[src/swhr_pkg.sv]
// ----------------------------------------------------------------------------
// Single-wire humidity sensor reader package
// Shared types, register defaults and protocol timing constants.
// ----------------------------------------------------------------------------
`timescale 1ns / 1ps
`default_nettype none

package swhr_pkg;

   // Fixed field widths
   localparam int unsigned TimerW  = 16;
   localparam int unsigned ThreshW = 7;
   localparam int unsigned AttW    = 3;
   localparam int unsigned HoldW   = 10;
   localparam int unsigned StatusW = 2;
   localparam int unsigned DataW   = 40;
   localparam int unsigned CsrIdxW = 2;
   localparam int unsigned CsrDataW = 16;
   localparam int unsigned ReqDataW = 8;
   localparam int unsigned RspDataW = 48;

   localparam int unsigned FRAME_BITS_DEFAULT = 40;

   // Register indexes
   localparam logic [CsrIdxW-1:0] CSR_START_LOW = 2'd0;
   localparam logic [CsrIdxW-1:0] CSR_ONE_THRESH = 2'd1;
   localparam logic [CsrIdxW-1:0] CSR_MAX_ATTEMPTS = 2'd2;
   localparam logic [CsrIdxW-1:0] CSR_END_HOLD = 2'd3;

   // Register reset values
   localparam logic [TimerW-1:0]  START_LOW_RESET  = 16'd19000;
   localparam logic [ThreshW-1:0] ONE_THRESH_RESET = 7'd40;
   localparam logic [AttW-1:0]    MAX_ATT_RESET    = 3'd5;
   localparam logic [HoldW-1:0]   END_HOLD_RESET   = 10'd200;

   // Handshake and bit timing in microsecond ticks
   localparam logic [TimerW-1:0] RESP_LOW_MAX   = 16'd40;
   localparam logic [TimerW-1:0] RESP_HIGH_SKIP = 16'd40;
   localparam logic [TimerW-1:0] RESP_HIGH_MAX  = 16'd85;
   localparam logic [TimerW-1:0] RESP_END_SKIP  = 16'd30;
   localparam logic [TimerW-1:0] RESP_END_MAX   = 16'd100;
   localparam logic [TimerW-1:0] BIT_WAIT_MAX   = 16'd50;
   localparam logic [TimerW-1:0] BIT_HIGH_MAX   = 16'd70;

   // Operation codes
   localparam logic OP_TICK    = 1'b0;
   localparam logic OP_REQUEST = 1'b1;

   // Status codes
   localparam logic [StatusW-1:0] ST_OK          = 2'd0;
   localparam logic [StatusW-1:0] ST_NO_RESP_LOW = 2'd1;
   localparam logic [StatusW-1:0] ST_NO_RESP_HIGH = 2'd2;
   localparam logic [StatusW-1:0] ST_NO_END_LOW  = 2'd3;

   typedef enum logic [7:0] {
      PH_IDLE      = 8'b0000_0001,
      PH_START_LOW = 8'b0000_0010,
      PH_RESP_LOW  = 8'b0000_0100,
      PH_RESP_HIGH = 8'b0000_1000,
      PH_RESP_END  = 8'b0001_0000,
      PH_BIT_WAIT  = 8'b0010_0000,
      PH_BIT_HIGH  = 8'b0100_0000,
      PH_END_HOLD  = 8'b1000_0000
   } phase_type;

   typedef struct packed {
      logic [TimerW-1:0]  start_low;
      logic [ThreshW-1:0] one_thresh;
      logic [AttW-1:0]    max_attempts;
      logic [HoldW-1:0]   end_hold;
   } cfg_type;

   typedef struct packed {
      logic [DataW-1:0]   frame_data;
      logic [StatusW-1:0] status;
      logic               done_res;
      logic               busy_res;
      logic               drive_low;
   } step_type;

endpackage

`default_nettype wire

[src/swhr_csr.sv]
// ----------------------------------------------------------------------------
// Configuration registers
// Holds the four timing and retry registers written through the CSR port.
// ----------------------------------------------------------------------------
`timescale 1ns / 1ps
`default_nettype none

module swhr_csr (
   input  wire logic                              clock,
   input  wire logic                              reset,
   input  wire logic                              csr_wen,
   input  wire logic [swhr_pkg::CsrIdxW-1:0]      csr_index,
   input  wire logic [swhr_pkg::CsrDataW-1:0]     csr_wdata,
   output swhr_pkg::cfg_type                      cfg
);

   swhr_pkg::cfg_type cfg_ff, cfg_in;

   always_comb begin
      cfg_in = cfg_ff;
      if (csr_wen) begin
         case (csr_index)
            swhr_pkg::CSR_START_LOW: begin
               cfg_in.start_low = csr_wdata[swhr_pkg::TimerW-1:0];
            end
            swhr_pkg::CSR_ONE_THRESH: begin
               cfg_in.one_thresh = csr_wdata[swhr_pkg::ThreshW-1:0];
            end
            swhr_pkg::CSR_MAX_ATTEMPTS: begin
               cfg_in.max_attempts = csr_wdata[swhr_pkg::AttW-1:0];
            end
            swhr_pkg::CSR_END_HOLD: begin
               cfg_in.end_hold = csr_wdata[swhr_pkg::HoldW-1:0];
            end
            default: begin
               cfg_in = cfg_ff;
            end
         endcase
      end
   end

   always_ff @(posedge clock) begin
      if (reset) begin
         cfg_ff.start_low    <= swhr_pkg::START_LOW_RESET;
         cfg_ff.one_thresh   <= swhr_pkg::ONE_THRESH_RESET;
         cfg_ff.max_attempts <= swhr_pkg::MAX_ATT_RESET;
         cfg_ff.end_hold     <= swhr_pkg::END_HOLD_RESET;
      end else begin
         cfg_ff <= cfg_in;
      end
   end

   assign cfg = cfg_ff;

endmodule

`default_nettype wire

[src/swhr_core.sv]
// ----------------------------------------------------------------------------
// Sensor protocol sequencer
// Phase, timer, bit counter and shift register, advanced once per transaction.
// ----------------------------------------------------------------------------
`timescale 1ns / 1ps
`default_nettype none

module swhr_core #(
   parameter int unsigned FRAME_BITS = swhr_pkg::FRAME_BITS_DEFAULT
) (
   input  wire logic               clock,
   input  wire logic               reset,
   input  wire logic               step_en,
   input  wire logic               op,
   input  wire logic               line_level,
   input  wire swhr_pkg::cfg_type  cfg,
   output swhr_pkg::step_type      step
);

   localparam int unsigned CntW = $clog2(FRAME_BITS + 1);
   localparam logic [CntW-1:0] LastCnt = CntW'(FRAME_BITS);

   swhr_pkg::phase_type                 phase_ff, phase_in;
   logic [swhr_pkg::TimerW-1:0]         timer_ff, timer_in;
   logic [CntW-1:0]                     bit_cnt_ff, bit_cnt_in;
   logic [swhr_pkg::DataW-1:0]          shift_ff, shift_in;
   logic [swhr_pkg::AttW-1:0]           att_ff, att_in;
   logic [swhr_pkg::StatusW-1:0]        status_ff, status_in;

   logic [swhr_pkg::TimerW-1:0]         timer_inc;
   logic [swhr_pkg::AttW-1:0]           att_next;
   logic [CntW-1:0]                     cnt_next;
   logic [swhr_pkg::TimerW-1:0]         thresh_ext;
   logic                                done;
   logic                                fail_hit;

   assign timer_inc  = (timer_ff == '1) ? timer_ff : timer_ff + 1'b1;
   assign att_next   = att_ff + 1'b1;
   assign cnt_next   = bit_cnt_ff + 1'b1;
   assign thresh_ext = swhr_pkg::TimerW'(cfg.one_thresh);

   // A handshake check has timed out on this tick.
   always_comb begin
      fail_hit = 1'b0;
      if (op == swhr_pkg::OP_TICK) begin
         case (phase_ff)
            swhr_pkg::PH_RESP_LOW: begin
               fail_hit = line_level && timer_inc >= swhr_pkg::RESP_LOW_MAX;
            end
            swhr_pkg::PH_RESP_HIGH: begin
               fail_hit = !(timer_inc >= swhr_pkg::RESP_HIGH_SKIP && line_level) &&
                          timer_inc >= swhr_pkg::RESP_HIGH_MAX;
            end
            swhr_pkg::PH_RESP_END: begin
               fail_hit = !(timer_inc >= swhr_pkg::RESP_END_SKIP && !line_level) &&
                          timer_inc >= swhr_pkg::RESP_END_MAX;
            end
            default: begin
               fail_hit = 1'b0;
            end
         endcase
      end
   end

   always_comb begin
      phase_in   = phase_ff;
      timer_in   = timer_ff;
      bit_cnt_in = bit_cnt_ff;
      shift_in   = shift_ff;
      att_in     = att_ff;
      status_in  = status_ff;
      done       = 1'b0;

      if (op == swhr_pkg::OP_REQUEST) begin
         // A request while a reading runs is dropped.
         if (phase_ff == swhr_pkg::PH_IDLE) begin
            phase_in   = swhr_pkg::PH_START_LOW;
            timer_in   = '0;
            bit_cnt_in = '0;
            shift_in   = '0;
            att_in     = '0;
         end
      end else begin
         case (phase_ff)
            swhr_pkg::PH_IDLE: begin
               phase_in = swhr_pkg::PH_IDLE;
            end
            swhr_pkg::PH_START_LOW: begin
               timer_in = timer_inc;
               if (timer_inc >= cfg.start_low) begin
                  phase_in = swhr_pkg::PH_RESP_LOW;
                  timer_in = '0;
               end
            end
            swhr_pkg::PH_RESP_LOW: begin
               if (!line_level) begin
                  phase_in = swhr_pkg::PH_RESP_HIGH;
                  timer_in = '0;
               end else begin
                  timer_in = timer_inc;
                  if (timer_inc >= swhr_pkg::RESP_LOW_MAX) begin
                     status_in = swhr_pkg::ST_NO_RESP_LOW;
                  end
               end
            end
            swhr_pkg::PH_RESP_HIGH: begin
               timer_in = timer_inc;
               if (timer_inc >= swhr_pkg::RESP_HIGH_SKIP && line_level) begin
                  phase_in = swhr_pkg::PH_RESP_END;
                  timer_in = '0;
               end else if (timer_inc >= swhr_pkg::RESP_HIGH_MAX) begin
                  status_in = swhr_pkg::ST_NO_RESP_HIGH;
               end
            end
            swhr_pkg::PH_RESP_END: begin
               timer_in = timer_inc;
               if (timer_inc >= swhr_pkg::RESP_END_SKIP && !line_level) begin
                  phase_in = swhr_pkg::PH_BIT_WAIT;
                  timer_in = '0;
               end else if (timer_inc >= swhr_pkg::RESP_END_MAX) begin
                  status_in = swhr_pkg::ST_NO_END_LOW;
               end
            end
            swhr_pkg::PH_BIT_WAIT: begin
               if (line_level) begin
                  phase_in = swhr_pkg::PH_BIT_HIGH;
                  timer_in = swhr_pkg::TimerW'(1);
               end else begin
                  timer_in = timer_inc;
                  if (timer_inc >= swhr_pkg::BIT_WAIT_MAX) begin
                     // No rising edge in time: the bit reads as zero.
                     shift_in   = {shift_ff[swhr_pkg::DataW-2:0], 1'b0};
                     timer_in   = '0;
                     bit_cnt_in = cnt_next;
                     phase_in   = (cnt_next >= LastCnt) ? swhr_pkg::PH_END_HOLD
                                                        : swhr_pkg::PH_BIT_WAIT;
                  end
               end
            end
            swhr_pkg::PH_BIT_HIGH: begin
               if (line_level) begin
                  timer_in = timer_inc;
                  if (timer_inc >= swhr_pkg::BIT_HIGH_MAX) begin
                     shift_in   = {shift_ff[swhr_pkg::DataW-2:0],
                                   timer_inc >= thresh_ext};
                     timer_in   = '0;
                     bit_cnt_in = cnt_next;
                     phase_in   = (cnt_next >= LastCnt) ? swhr_pkg::PH_END_HOLD
                                                        : swhr_pkg::PH_BIT_WAIT;
                  end
               end else begin
                  shift_in   = {shift_ff[swhr_pkg::DataW-2:0], timer_ff >= thresh_ext};
                  timer_in   = '0;
                  bit_cnt_in = cnt_next;
                  phase_in   = (cnt_next >= LastCnt) ? swhr_pkg::PH_END_HOLD
                                                     : swhr_pkg::PH_BIT_WAIT;
               end
            end
            swhr_pkg::PH_END_HOLD: begin
               timer_in = timer_inc;
               if (timer_inc >= swhr_pkg::TimerW'(cfg.end_hold)) begin
                  phase_in  = swhr_pkg::PH_IDLE;
                  timer_in  = '0;
                  status_in = swhr_pkg::ST_OK;
                  done      = 1'b1;
               end
            end
            default: begin
               phase_in = swhr_pkg::PH_IDLE;
            end
         endcase

         // Handshake failure: count the attempt and either retry or give up.
         if (fail_hit) begin
            att_in   = att_next;
            timer_in = '0;
            if (att_next < cfg.max_attempts) begin
               phase_in = swhr_pkg::PH_START_LOW;
            end else begin
               phase_in = swhr_pkg::PH_IDLE;
               done     = 1'b1;
            end
         end
      end
   end

   always_ff @(posedge clock) begin
      if (reset) begin
         phase_ff   <= swhr_pkg::PH_IDLE;
         timer_ff   <= '0;
         bit_cnt_ff <= '0;
         shift_ff   <= '0;
         att_ff     <= '0;
         status_ff  <= swhr_pkg::ST_OK;
      end else if (step_en) begin
         phase_ff   <= phase_in;
         timer_ff   <= timer_in;
         bit_cnt_ff <= bit_cnt_in;
         shift_ff   <= shift_in;
         att_ff     <= att_in;
         status_ff  <= status_in;
      end
   end

   always_comb begin
      step.drive_low  = (phase_in == swhr_pkg::PH_START_LOW);
      step.busy_res   = (phase_in != swhr_pkg::PH_IDLE);
      step.done_res   = done;
      step.status     = status_in;
      step.frame_data = shift_in;
   end

endmodule

`default_nettype wire

[src/swhr_out.sv]
// ----------------------------------------------------------------------------
// Result register
// Holds one result transaction until the downstream side takes it.
// ----------------------------------------------------------------------------
`timescale 1ns / 1ps
`default_nettype none

module swhr_out (
   input  wire logic                           clock,
   input  wire logic                           reset,
   input  wire logic                           load,
   input  wire swhr_pkg::step_type             step,
   input  wire logic                           rsp_tready,
   output logic                                rsp_tvalid,
   output logic [swhr_pkg::RspDataW-1:0]       rsp_tdata,
   output logic                                space
);

   logic               valid_ff, valid_in;
   swhr_pkg::step_type data_ff;

   // The register is free when empty or being drained this cycle.
   assign space    = !valid_ff || rsp_tready;
   assign valid_in = load || (valid_ff && !rsp_tready);

   always_ff @(posedge clock) begin
      if (reset) begin
         valid_ff <= 1'b0;
      end else begin
         valid_ff <= valid_in;
      end
   end

   always_ff @(posedge clock) begin
      if (load) begin
         data_ff <= step;
      end
   end

   assign rsp_tvalid = valid_ff;
   assign rsp_tdata  = {{(swhr_pkg::RspDataW - $bits(swhr_pkg::step_type)){1'b0}}, data_ff};

endmodule

`default_nettype wire

[src/single_wire_humidity_sensor_reader.sv]
// ----------------------------------------------------------------------------
// Single-wire humidity sensor reader
// Drives the start pulse, checks the sensor handshake and collects the frame.
// ----------------------------------------------------------------------------
// A transaction's result is registered and appears in the cycle after it is
// accepted. One transaction per cycle unless the result channel stalls; the
// sequencer updates in one pass, and the result register accepts as it drains.
// Reset is synchronous and active high: the line is released, the sequencer
// idles and the registers return to their defaults (19000, 40, 5, 200).
// ----------------------------------------------------------------------------
`timescale 1ns / 1ps
`default_nettype none

module single_wire_humidity_sensor_reader #(
   parameter int unsigned FRAME_BITS = swhr_pkg::FRAME_BITS_DEFAULT
) (
   input  wire logic                            clock,
   input  wire logic                            reset,
   // Request channel.
   input  wire logic                            req_tvalid,
   output logic                                 req_tready,
   input  wire logic [swhr_pkg::ReqDataW-1:0]   req_tdata,  // [0] line_level, rest zero
   input  wire logic                            req_tuser,  // [0] op
   // Result channel.
   output logic                                 rsp_tvalid,
   input  wire logic                            rsp_tready,
   // [0] drive_low, [1] busy_res, [2] done_res, [4:3] status,
   // [44:5] frame_data, rest zero
   output logic [swhr_pkg::RspDataW-1:0]        rsp_tdata,
   // Configuration write port.
   input  wire logic                            csr_wen,
   input  wire logic [swhr_pkg::CsrIdxW-1:0]    csr_index,
   input  wire logic [swhr_pkg::CsrDataW-1:0]   csr_wdata
);

   swhr_pkg::cfg_type  cfg;
   swhr_pkg::step_type step;
   logic               space;
   logic               accept;

   // Each request transaction is either a microsecond tick carrying the sampled
   // line, or a request to start a reading. Every transaction yields exactly one
   // result showing the sequencer state after it.
   assign req_tready = space;
   assign accept     = req_tvalid && space;

   swhr_csr u_csr (
      .clock     (clock),
      .reset     (reset),
      .csr_wen   (csr_wen),
      .csr_index (csr_index),
      .csr_wdata (csr_wdata),
      .cfg       (cfg)
   );

   // The sequencer advances only on an accepted transaction; its next-state
   // view is captured into the result register in the same cycle.
   swhr_core #(
      .FRAME_BITS (FRAME_BITS)
   ) u_core (
      .clock      (clock),
      .reset      (reset),
      .step_en    (accept),
      .op         (req_tuser),
      .line_level (req_tdata[0]),
      .cfg        (cfg),
      .step       (step)
   );

   swhr_out u_out (
      .clock      (clock),
      .reset      (reset),
      .load       (accept),
      .step       (step),
      .rsp_tready (rsp_tready),
      .rsp_tvalid (rsp_tvalid),
      .rsp_tdata  (rsp_tdata),
      .space      (space)
   );

   // The line is only pulled low while a reading is in progress.
   assert property (@(posedge clock) disable iff (reset)
      rsp_tvalid && rsp_tdata[0] |-> rsp_tdata[1])
      else $error("drive_low reported while not busy");

   // A finished reading leaves the sequencer idle.
   assert property (@(posedge clock) disable iff (reset)
      rsp_tvalid && rsp_tdata[2] |-> !rsp_tdata[1] && !rsp_tdata[0])
      else $error("done reported while still busy");

   // An empty result register never stalls the request side.
   assert property (@(posedge clock) disable iff (reset)
      !rsp_tvalid |-> req_tready)
      else $error("request stalled with empty result register");

   // Every accepted transaction produces a result in the next cycle.
   assert property (@(posedge clock) disable iff (reset)
      req_tvalid && req_tready |=> rsp_tvalid)
      else $error("accepted transaction produced no result");

endmodule

`default_nettype wire
[config.mk]
export PLATFORM = sky130hd
export DESIGN_NAME = single_wire_humidity_sensor_reader
export DESIGN_NICKNAME = d
export VERILOG_FILES = /design/src/swhr_pkg.sv /design/src/swhr_csr.sv /design/src/swhr_core.sv /design/src/swhr_out.sv /design/src/single_wire_humidity_sensor_reader.sv
export SDC_FILE = /design/constraint.sdc
export NUM_CORES = 1
export LEC_CHECK = 0
export BUFFER_PORTS_ARGS = -buffer_cell sky130_fd_sc_hd__buf_4
export CAP_MARGIN = 25
export CORE_AREA = 2 2 128 130
export CTS_CLUSTER_SIZE = 40
export DETAILED_ROUTE_END_ITERATION = 10
export DIE_AREA = 0 0 130 132
export GPL_TIMING_DRIVEN = 0
export PLACE_DENSITY = 0.85
export RECOVER_POWER = 50
export SYNTH_ARGS = -nofsm -noshare
export SYNTH_HDL_FRONTEND = slang
export SYNTH_SLANG_ARGS = --single-unit
export TNS_END_PERCENT = 50
[constraint.sdc]
create_clock -name clock -period 11.3 [get_ports clock]
set_input_delay 1.13 -clock clock [delete_from_list [all_inputs] [get_ports clock]]
set_output_delay 1.13 -clock clock [all_outputs]
set_load 0.1 [all_outputs]
# Yosys cells after proc, flatten, opt, wreduce, memory -nomap -nowiden
# Index checks and enable logic that the tools add are counted.
[totals]
reg_bits = 157
input_bits = 32
out_inout_bits = 50
elab_cells = 134
[classes]
add_sub_neg = 3
magnitude_cmp = 12
eq_ne = 18
muxes = 61
n_reduce_logical = 24
[ops]
columns = ["cell", "count"]
rows = [
  ["two-way mux 40 bit", 6],
  ["two-way mux 16 bit", 13],
  ["case mux 16 bit (7 select lines)", 1],
  ["two-way mux 8 bit", 13],
  ["case mux 40 bit (2 select lines)", 1],
  ["case mux 8 bit (7 select lines)", 1],
  [">= comparator 16 x 7 -> 1 bit (second input constant)", 3],
  ["two-way mux 6 bit", 6],
  [">= comparator 16 x 6 -> 1 bit (second input constant)", 2],
  [">= comparator 16 x 7 -> 1 bit", 2],
  ["two-way mux 2 bit", 9],
  ["adder 16 x 1 -> 16 bit (second input constant)", 1],
  ["== test 16 bit (second input constant)", 1],
  ["== test 8 x 2 -> 1 bit (second input constant)", 2],
  [">= comparator 16 x 10 -> 1 bit", 1],
  [">= comparator 16 bit", 1],
  [">= comparator 16 x 5 -> 1 bit (second input constant)", 1],
  ["case mux 6 bit (2 select lines)", 1],
  ["two-way mux 3 bit", 3],
  ["nonzero test 9 bit", 1],
  ["== test 8 x 1 -> 1 bit (second input constant)", 1],
  ["== test 8 x 3 -> 1 bit (second input constant)", 1],
  ["== test 8 x 4 -> 1 bit (second input constant)", 1],
  ["== test 8 x 5 -> 1 bit (second input constant)", 1],
  ["other kinds (26)", 45],
]

# Depth between registers and ports, before layout
# Gate-level depths: netlist of run 1.
[depth]
depth_word = 11
depth_mapped = 17
mapped_depth_nobuf = 15

# Modules after synthesis
# Synthesis of run 1 repeated with hierarchy kept, for this count alone.
[hier_totals]
hier_cells = 1014
hier_area_um2 = 8907.3
[modules_own_cells]
columns = ["mod", "instances", "cells_each", "area_per_inst_um2", "seq_area_each_um2"]
rows = [
  ["swhr_core", 1, 813, 5973.2, 1501.4],
  ["swhr_csr", 1, 147, 1503.9, 720.7],
  ["swhr_out", 1, 53, 1423.9, 1371.3],
  ["single_wire_humidity_sensor_reader", 1, 1, 6.3, 0.0],
]

# Worst setup path after synthesis of run 1
# OpenSTA, ideal clock, no wires.
[synth_timing]
path_type = "input to register"
startpoint = "input port rsp_tready"
endpoint = "register u_core.timer_ff[10] in the netlist's numbering"
setup_ps = 117
arrival_time_ps = 4512
required_ps = 11183
setup_slack_ps = 6672
stages = 10
path_buffers = 2
path_cell_list = "nand2b_1 > nand2_1 > clkinv_1 > nand2_1 > nor2_1 > and3_1 > buf_6 > and2_4 > buf_6 > a22o_1"
[synth_via]
elab_chain_len = 3
[synth_rtl]
columns = ["item", "line", "source"]
rows = [
  ["start, declared", "single_wire_humidity_sensor_reader.sv:26", "input wire logic rsp_tready,"],
  ["logical OR 1 bit", "swhr_out.sv:23", "assign space = !valid_ff || rsp_tready;"],
  ["logical AND 1 bit", "single_wire_humidity_sensor_reader.sv:45", "assign accept = req_tvalid && space;"],
  ["net accept", "single_wire_humidity_sensor_reader.sv:39", "logic accept;"],
  ["AND reduction 3 bit (no source line)", "--", ""],
  ["end signal, assigned", "swhr_core.sv:197", "timer_ff <= timer_in;"],
  ["end, declared", "swhr_core.sv:24", "logic [swhr_pkg::TimerW-1:0] timer_ff, timer_in;"],
]
# The timed path passes the listed nets, and every way through them passes these cells.
# A chain may end at the register's enable or synchronous reset.

# Worst setup path after layout of run 1
[layout_timing]
startpoint = "input port rsp_tready"
endpoint = "register u_core.shift_ff[11] in the netlist's numbering"
[layout_via]
elab_chain_len = 2
[layout_rtl]
columns = ["item", "line", "source"]
rows = [
  ["logical OR 1 bit", "swhr_out.sv:23", ""],
  ["logical AND 1 bit", "single_wire_humidity_sensor_reader.sv:45", ""],
  ["net accept", "single_wire_humidity_sensor_reader.sv:39", ""],
  ["end signal, assigned", "swhr_core.sv:199", "shift_ff <= shift_in;"],
  ["end, declared", "swhr_core.sv:26", "logic [swhr_pkg::DataW-1:0] shift_ff, shift_in;"],
]
# The timed path passes the listed nets, and every way through them passes these cells.

==> results of run 1 <==
[cell families after synthesis]
logic type,after synthesis,share of synthesized area
muxes,10,0.0122
adders and majority gates,41,0.0602
and+or+nand+nor,282,0.178
DFF,157,0.421
xor gates and xnor gates,8,0.00822
AOI/OAI and AO/OA,279,0.259
other,1,0.000440
buffers and inverters,111,0.0608
[placed cells by master (no fill, tap or decap), types with 8 or more instances in the layout]
cell type | netlist | layout
nor4_1 | 9 | 9
nor2_1 | 55 | 55
a211oi_1 | 8 | 8
a22o_1 | 86 | 86
mux2i_1 | 9 | 9
clkbuf_1 | 21 | 70
edfxtp_1 | 45 | 45
ha_1 | 41 | 41
buf_2 | 21 | 21
nand3_1 | 17 | 17
and3_1 | 10 | 10
a31oi_1 | 11 | 11
inv_1 | 52 | 52
nand2_1 | 95 | 95
o21ai_0 | 25 | 25
buf_4 | 8 | 29
dfxtp_1 | 112 | 112
nor3_1 | 17 | 17
a21o_1 | 11 | 11
a21oi_1 | 47 | 47
clkbuf_16 | 0 | 17
a211o_1 | 12 | 12
nand2b_1 | 12 | 12
[cell type report]
type,instances,area share
clock buffer,17,0.0437
sequential,157,0.369
timing repair buffer,70,0.0355
buffer,57,0.0324
inverter,54,0.0209
multi-input combinational,623,0.454
tap,216,0.0278
clock inverter,15,0.0167
[synthesized netlist by cell type (all sizes together) (12+ instances only)]
cell    number
dfxtp      112
a21oi       48
ha          41
nand2       95
nand3       19
o21ai       27
buf         36
a22o        87
nand2b      12
a211o       12
edfxtp      45
inv         52
nor2        55
nor3        18
clkbuf      21
[stage by stage]
stage / utilization / setup WS, ns / cell area, um^2 / cells
floorplan: - / 6.67 / 8530 / 891
CTS: 0.631 / 6.55 / 9920 / 1209
global placement: 0.594 / 6.45 / 9330 / 1177
finish: 0.620 / 6.29 / 9740 / 1209
global route: 0.620 / 5.81 / 9740 / 1209
detailed placement: 0.594 / 6.66 / 9330 / 1177
[state kept, by name (all words and copies together), names as in the netlist]
name / count
u_out.rsp_tvalid: 1
u_core.shift_ff: 40
u_csr.cfg: 36
u_out.rsp_tdata: 45
u_core.att_ff: 3
u_core.phase_ff: 8
u_core.timer_ff: 16
u_core.status_ff: 2
u_core.bit_cnt_ff: 6
[report_power, final]
part | leakage, nW | total, W | internal (W) | switching [W]
Clock | 0.285 | 0.000569 | 0.000298 | 0.000271
Sequential | 1.35 | 0.000599 | 0.000593 | 0.00000603
Combinational | 2.26 | 0.000152 | 0.0000297 | 0.000123
[tightest hold or removal path: stages (launching register included)]
cell,delay [ns]
dfxtp_1,0.31
nand2_1,0.05
a21oi_1,0.05
[how the worst max path moves through the flow]
stage,cells past startpoint,slack [ns],start,to
finish,9,6.29,rsp_tready,u_core.shift_ff[11]$_SDFFE_PP0P_
CTS,17,6.55,u_core.timer_ff[1]$_SDFFE_PP0P_,u_core.timer_ff[15]$_SDFFE_PP0P_
detailed placement,17,6.66,u_core.timer_ff[1]$_SDFFE_PP0P_,u_core.timer_ff[15]$_SDFFE_PP0P_
global route,9,5.81,rsp_tready,u_core.shift_ff[21]$_SDFFE_PP0P_
global placement,9,6.45,rsp_tready,u_core.shift_ff[13]$_SDFFE_PP0P_
floorplan,10,6.67,rsp_tready,u_core.timer_ff[10]$_SDFFE_PP0P_
[routing by layer]
metal	vias to the layer above	GRT usage
li1	3532	-
met1	3551	0.354
met2	330	0.384
met3	56	0.0507
met4	0	0.111
met5	-	0
==> flow_summary.ini, run 1 <==
[outcome]
violations = max-capacitance violations, max-slew violations
status = finished, violations left

[logic_synthesis]
synth_largest_area_cell = dfxtp_1
ys_dominant_reg_cell = dfxtp_1
synth_seq_cells = 157
synthTopCellsByArea = dfxtp_1 (26%), edfxtp_1 (16%), a22o_1 (8.8%)
syn_inst = 889
synth-seq-area-share = 0.421
yosysTopAreaCellShare = 0.263
synth_edf_count = 45
syn_area_per_cell_um2 = 9.59
netlist_area_um2 = 8530
yosys_warnings = 0
synth_cell_type_count = 92
ys_async_sr_fraction = 0

[drt]
post_drt_via_cell_ratio = 6.18
wl_per_cell_um = 17.7
postRouteAntennaNets = 0
drc = 0
vias = 7469
highest_layer = met4
wl_met1_um = 9460
route.met3.wl_um = 1540
drt-initial-drc-count = 664
routed_wirelength_um = 21400
first_pass_iters = 5
met2WireLength_um = 9730

[final_layout]
diodes = 0
multi_input_area_um2 = 4420
drive_gt1_frac = 0.129
layout.nets = 1053
areaGrowthSynthToFinish_pct = 14.2
final.fill_count = 1280
seq_area_um2 = 3590

[critical_path]
cp_num_buf_inv = 3
cp_slowest_stage_delay_ns = 1.65
regToRegStartpoint = u_core.timer_ff[1]$_SDFFE_PP0P_
slowest_stage = clkinvlp_2
crit_fanout = 52
r2r_slack_ns = 6.41
worstSetupEndpointType = register
crit_chain = clkbuf_4, nand2b_1, nand2_1, clkinvlp_2, o21ai_1, a21oi_1, nor2_1, buf_2, a22o_1
reg2regPathDepth = 17
cp-start-kind = input pin
worstPathRequired_ns = 11.68
cp.arrival_ns = 5.39
crit_type = in2reg
crit_family = buffers and inverters
reg2reg_to = u_core.timer_ff[15]$_SDFFE_PP0P_

[timing]
timing.slew.headroom = -0.461
slew_viol_final = 53
fin_tns_setup_ns = 0
worst_pin_slew_ns = 2.18
period_needed_ns = 5.01
fin_crit_sh = 0.444
finalHoldViolCount = 0
rsz0062_at_grt = no
finalClockSkew_ns = 0.00987
fmax_ghz = 0.200
hold-worst-slack_ns = 0.457
final-setup-viol-count = 0

[global_routing]
grt_max_degree = 53
grt_pass1_wl_um = 35000
grt_usage = 0.255
grt_remaining_overflow = 0
grt_pass1_vias = 7012
antenna_found_initial = 0

[clock_tree]
cts.sinks = 157
cts_made_buffers = 17
clock_path_buffers = 2
cts_setup_buffers = 0
htree_num_levels = 4
cts_tree = done
cts_resized = 0
clockRootBuffer = clkbuf_16
insertion_delay_ns = 0.44
clk_pin_slew_worst_paths_ns = 0.07
hold_buffers = 0

[floorplan]
rows = 46
die_area_um2 = 17200
initial_utilization = 0.543
core-area_um2 = 15700
die_y_um = 132
ios = 82
dieWidth_um = 130

[hold_path]
worst_hold_path_type = reg2reg
whs_endpoint = u_csr.cfg[21]$_SDFFE_PP0P_
min_path_cells = 2
min_from = u_csr.cfg[21]$_SDFFE_PP0P_

[power]
peakVddDrop_mv = 0.131
p_leak_nw = 3.90
p_total_w = 0.00132
powerDensity_nw_per_um2 = 136

[placed_design]
place.gp.congestion = 1.01
dp.final_hpwl_um = 15200
port_buffers = 70

[flow_run]
cap_violations = 1
Power figures use the tool's default switching activity.
==> inputs of run 2 (changes only) <==
Clock period 11.3 ns to 5.1 ns, I/O delays scaled along.
==> run 2 against run 1 <==
The run still ends with max-capacitance violations, max-slew violations left. First-iteration DRC count decreased by 16%. Core utilization about the same. Sequential share of layout area about the same. Via count decreased by 0.33%. Final area hardly changed. Die area stayed put. Sequential cell count stayed put. Combinational power rose by 120%. Worst hold slack got worse by 0.18 ns. Routed wire length is 0.11% lower. Total power grew 120%. Clock skew grew 0.00063 ns.
==> flow_summary.ini, run 2 (same netlist as run 1, synthesis figures left out) <==
[final_layout]
drive_gt1_frac = 0.129
areaGrowthSynthToFinish_pct = 14.3
layout.nets = 1053
final_common_cell = dfxtp_1
layout_common_cells = dfxtp_1 (111), nand2_1 (95), a22o_1 (86), clkbuf_1 (71), nor2_1 (55)
diodes = 0
largest_reg_flops = 45

[timing]
fin_tns_setup_ns = 0
timing.slew.headroom = -0.464
period_needed_ns = 4.63
final-setup-viol-count = 0
slew_viol_final = 53
finalClockSkew_ns = 0.0105
fmax_ghz = 0.216
finalHoldViolCount = 0
fin_crit_sh = 0.909
worst_pin_slew_ns = 2.18
hold-worst-slack_ns = 0.276
rsz0062_at_grt = no

[global_routing]
grt_max_degree = 53
antenna_found_initial = 0
grt_usage = 0.255
grt_remaining_overflow = 0
grt_pass1_wl_um = 35000
grt_pass1_vias = 7012

[floorplan]
die_y_um = 132
initial_utilization = 0.543
core-area_um2 = 15700
rows = 46
dieWidth_um = 130
ios = 82
die_area_um2 = 17200

[drt]
first_pass_iters = 6
drc = 0
post_drt_via_cell_ratio = 6.16
drt-initial-drc-count = 555
vias = 7444
postRouteAntennaNets = 0
routed_wirelength_um = 21400
wl_per_cell_um = 17.7

[clock_tree]
clk_pin_slew_worst_paths_ns = 0.07
clock_path_buffers = 2
cts_made_buffers = 17
htree_num_levels = 4
insertion_delay_ns = 0.44
hold_buffers = 0
cts_tree = done
cts.sinks = 157
clockRootBuffer = clkbuf_16
cts_setup_buffers = 0

[outcome]
status = finished, violations left
violations = max-capacitance violations, max-slew violations

[placed_design]
port_buffers = 70
place.gp.congestion = 1.01
dp.final_hpwl_um = 15200

[power]
p_int_w = 0.00204
p_leak_nw = 3.91
p_switching_w = 0.000883
peakVddDrop_mv = 0.291
seq_power_share = 0.454
powerDensity_nw_per_um2 = 300
p_total_w = 0.00292
switching_share = 0.302
p_comb_frac = 0.115
p_clk_frac = 0.430

[critical_path]
crit_type = reg2reg
crit_fanout = 10
slowest_stage = o41ai_2
cp_num_buf_inv = 3
worstSetupEndpointType = register
cp.arrival_ns = 4.96
crit_family = simple AND/OR/NAND/NOR gates
crit_chain = ha_1, buf_4, nand4_4, o41ai_2, and2_1, inv_1, ha_1, a21oi_1, a2111oi_0, o2111ai_1, nand4_1, and4_1, nand4_1, and2_4, buf_6, a22o_1
cp_slowest_stage_delay_ns = 0.51
cp-start-kind = register
worstPathRequired_ns = 5.43

[hold_path]
worst_hold_path_type = in2reg

[flow_run]
cap_violations = 1
-- run 2: stage by stage --
stage / instances / cell area (um^2) / utilization / setup WS [ns]
global route: 1209 / 9740 / 0.620 / 0.129
global placement: 1177 / 9330 / 0.594 / 0.386
detailed placement: 1177 / 9330 / 0.594 / 0.456
finish: 1209 / 9740 / 0.620 / 0.466
CTS: 1209 / 9920 / 0.631 / 0.349
floorplan: 891 / 8530 / - / 0.475
-- run 2: final timing paths --
kind / from / end / slack [ns] / cells after the start
min: csr_wdata[11] / u_csr.cfg[31]$_SDFFE_PP1P_ / 0.28 / 2
max: u_core.timer_ff[1]$_SDFFE_PP0P_ / u_core.timer_ff[15]$_SDFFE_PP0P_ / 0.47 / 16
max reg2reg: u_core.timer_ff[1]$_SDFFE_PP0P_ / u_core.timer_ff[15]$_SDFFE_PP0P_ / 0.47 / 16
min reg2reg: u_csr.cfg[21]$_SDFFE_PP0P_ / u_csr.cfg[21]$_SDFFE_PP0P_ / 0.46 / 2
-- run 2: power by group through the flow --
stage	Clock, W	Combinational, W	Sequential (W)
after global routing	0.00132	0.000356	0.00133
after floorplan	0	0.000129	0.00149
after detailed placement	0	0.000349	0.00136
final	0.00126	0.000337	0.00133
after CTS	0.00127	0.000351	0.00133
after global placement	0	0.000344	0.00135
-- run 2: layout make-up --
class	instances	area (um^2)
Buffer	57	315
Fill cell	1281	5970
Timing Repair Buffer	70	342
Multi-Input combinational cell	623	4430
Clock inverter	15	163
Sequential cell	157	3590
Clock buffer	17	425
Tap cell	216	270
Inverter	54	204
-- run 2: what timing repair did --
item	CTS	global route
hold endpoints to repair	0	0
setup endpoints to repair	0	11
gates resized for setup	0	2
-- run 2: per-layer routing --
layer / global-route usage / share of wire
met1: 0.354 / 0.44
met2: 0.384 / 0.45
met3: 0.0507 / 0.078
met4: 0.111 / 0.032
met5: 0 / 0
==> inputs of run 3 (changes only) <==
Settings changed: CELL_PAD_IN_SITES_DETAIL_PLACEMENT set to 0, CELL_PAD_IN_SITES_GLOBAL_PLACEMENT set to 1, CORE_AREA 2 2 128 130 to 2 2 140 142, DIE_AREA 0 0 130 132 to 0 0 142 144, PLACE_DENSITY 0.85 to 0.89.
==> run 3 against run 2 <==
The flow still finishes with violations (max-capacitance violations, max-slew violations). Clock power is 4% higher. Fmax is 2.9% lower. Combinational power hardly changed. Count of clock-buffer cells in the layout stayed put.
==> flow_summary.ini, run 3 (same netlist as run 1, synthesis figures left out) <==
[clock_tree]
insertion_delay_ns = 0.44
cts_tree = done
htree_num_levels = 4
cts_resized = 0
clockRootBuffer = clkbuf_16
cts.sinks = 157
cts_setup_buffers = 0
cts_made_buffers = 17
clock_path_buffers = 2
clk_pin_slew_worst_paths_ns = 0.07
hold_buffers = 0

[global_routing]
antenna_found_initial = 0
grt_usage = 0.216
grt_max_degree = 53
grt_remaining_overflow = 0
grt_pass1_vias = 6566
grt_pass1_wl_um = 34800

[final_layout]
largest_reg_flops = 45
layout.nets = 1053
final.fill_count = 1765
diodes = 0
postLayoutCoreUtil = 0.514
final_common_cell = dfxtp_1
drive_gt1_frac = 0.128
layout_common_cells = dfxtp_1 (112), nand2_1 (95), a22o_1 (86), clkbuf_1 (71), nor2_1 (55)
areaGrowthSynthToFinish_pct = 15.0

[drt]
drc = 0
post_drt_via_cell_ratio = 5.90
drt-initial-drc-count = 527
routed_wirelength_um = 21700
wl_per_cell_um = 17.6
first_pass_iters = 5
vias = 7265
postRouteAntennaNets = 0

[timing]
hold-worst-slack_ns = 0.276
slew_viol_final = 53
final-setup-viol-count = 0
rsz0062_at_grt = no
fin_tns_setup_ns = 0
worst_pin_slew_ns = 2.28
fin_crit_sh = 0.936
fmax_ghz = 0.210
finalClockSkew_ns = 0.0115
finalHoldViolCount = 0
period_needed_ns = 4.77
timing.slew.headroom = -0.527

[critical_path]
worstSetupEndpointType = register
crit_fanout = 10
slowest_stage = dfxtp_1
cp-start-kind = register
crit_family = simple AND/OR/NAND/NOR gates
crit_chain = ha_1, buf_4, nand4_4, nor4_4, xnor2_1, inv_1, ha_1, nand2b_1, a21oi_1, a2111oi_0, o2111ai_1, nand4_1, and4_1, nand4_1, and2_4, buf_6, a22o_1
worstPathRequired_ns = 5.43
cp_num_buf_inv = 3
cp.arrival_ns = 5.10
cp_slowest_stage_delay_ns = 0.54
crit_type = reg2reg

[floorplan]
initial_utilization = 0.447
rows = 51
dieWidth_um = 142
ios = 82
core-area_um2 = 19100
die_area_um2 = 20400
die_y_um = 144

[power]
p_clk_frac = 0.440
p_leak_nw = 3.92
switching_share = 0.309
p_comb_frac = 0.113
seq_power_share = 0.447
p_switching_w = 0.000917
p_int_w = 0.00205
p_total_w = 0.00297
powerDensity_nw_per_um2 = 303
peakVddDrop_mv = 0.236

[placed_design]
place.gp.congestion = 0.955
dp.final_hpwl_um = 15800
port_buffers = 70

[flow_run]
cap_violations = 1

[outcome]
status = finished, violations left
violations = max-capacitance violations, max-slew violations

[hold_path]
worst_hold_path_type = in2reg
run 3: cell types whose count changed in the layout (fill, tap and decap cells not counted), sizes merged:
cell / change
clkinv: +2
inv: -1
clkinvlp: -1
run 3: final cells by class:
class,instances,area [um^2],area share
inverters,54,204,0.0208
clock buffers,17,425,0.0434
flip-flops and latches,157,3590,0.366
multi-input cells,623,4440,0.453
repair buffers,70,342,0.0348
well taps,238,298,0.0304
plain buffers,57,315,0.0322
clock inverters,15,188,0.0191
run 3: power groups by stage:
stage | Sequential [W] | Combinational (W) | Clock [W]
final | 0.00133 | 0.000336 | 0.00131
after global routing | 0.00133 | 0.000360 | 0.00138
after CTS | 0.00133 | 0.000351 | 0.00132
after detailed placement | 0.00136 | 0.000350 | 0
after global placement | 0.00136 | 0.000348 | 0
after floorplan | 0.00149 | 0.000129 | 0
run 3: stage by stage:
step,std cells,cell area [um^2],setup slack (ns)
5_1_grt,1231,9810,0.0343
3_5_place_dp,1199,9360,0.398
4_1_cts,1231,9970,0.335
3_3_place_gp,1199,9360,0.391
2_1_floorplan,891,8530,0.475
6_report,1231,9810,0.327
run 3: layer usage:
layer,routed length [um],GRT usage,part of all wire,vias to the layer above
li1,-,-,-,3531
met3,1100,0.0371,0.051,38
met4,505,0.0832,0.023,0
met1,10400,0.312,0.48,3479
met5,0,0,0,-
met2,9650,0.322,0.45,217
run 3: path summary, 6_finish.rpt:
path / end / from / depth (start not counted) / slack, ns
hold reg to reg: u_csr.cfg[5]$_SDFFE_PP0P_ / u_csr.cfg[5]$_SDFFE_PP0P_ / 2 / 0.46
setup reg to reg: u_core.timer_ff[15]$_SDFFE_PP0P_ / u_core.timer_ff[1]$_SDFFE_PP0P_ / 17 / 0.33
hold / removal: u_csr.cfg[31]$_SDFFE_PP1P_ / csr_wdata[11] / 2 / 0.28
setup / recovery: u_core.timer_ff[15]$_SDFFE_PP0P_ / u_core.timer_ff[1]$_SDFFE_PP0P_ / 17 / 0.33
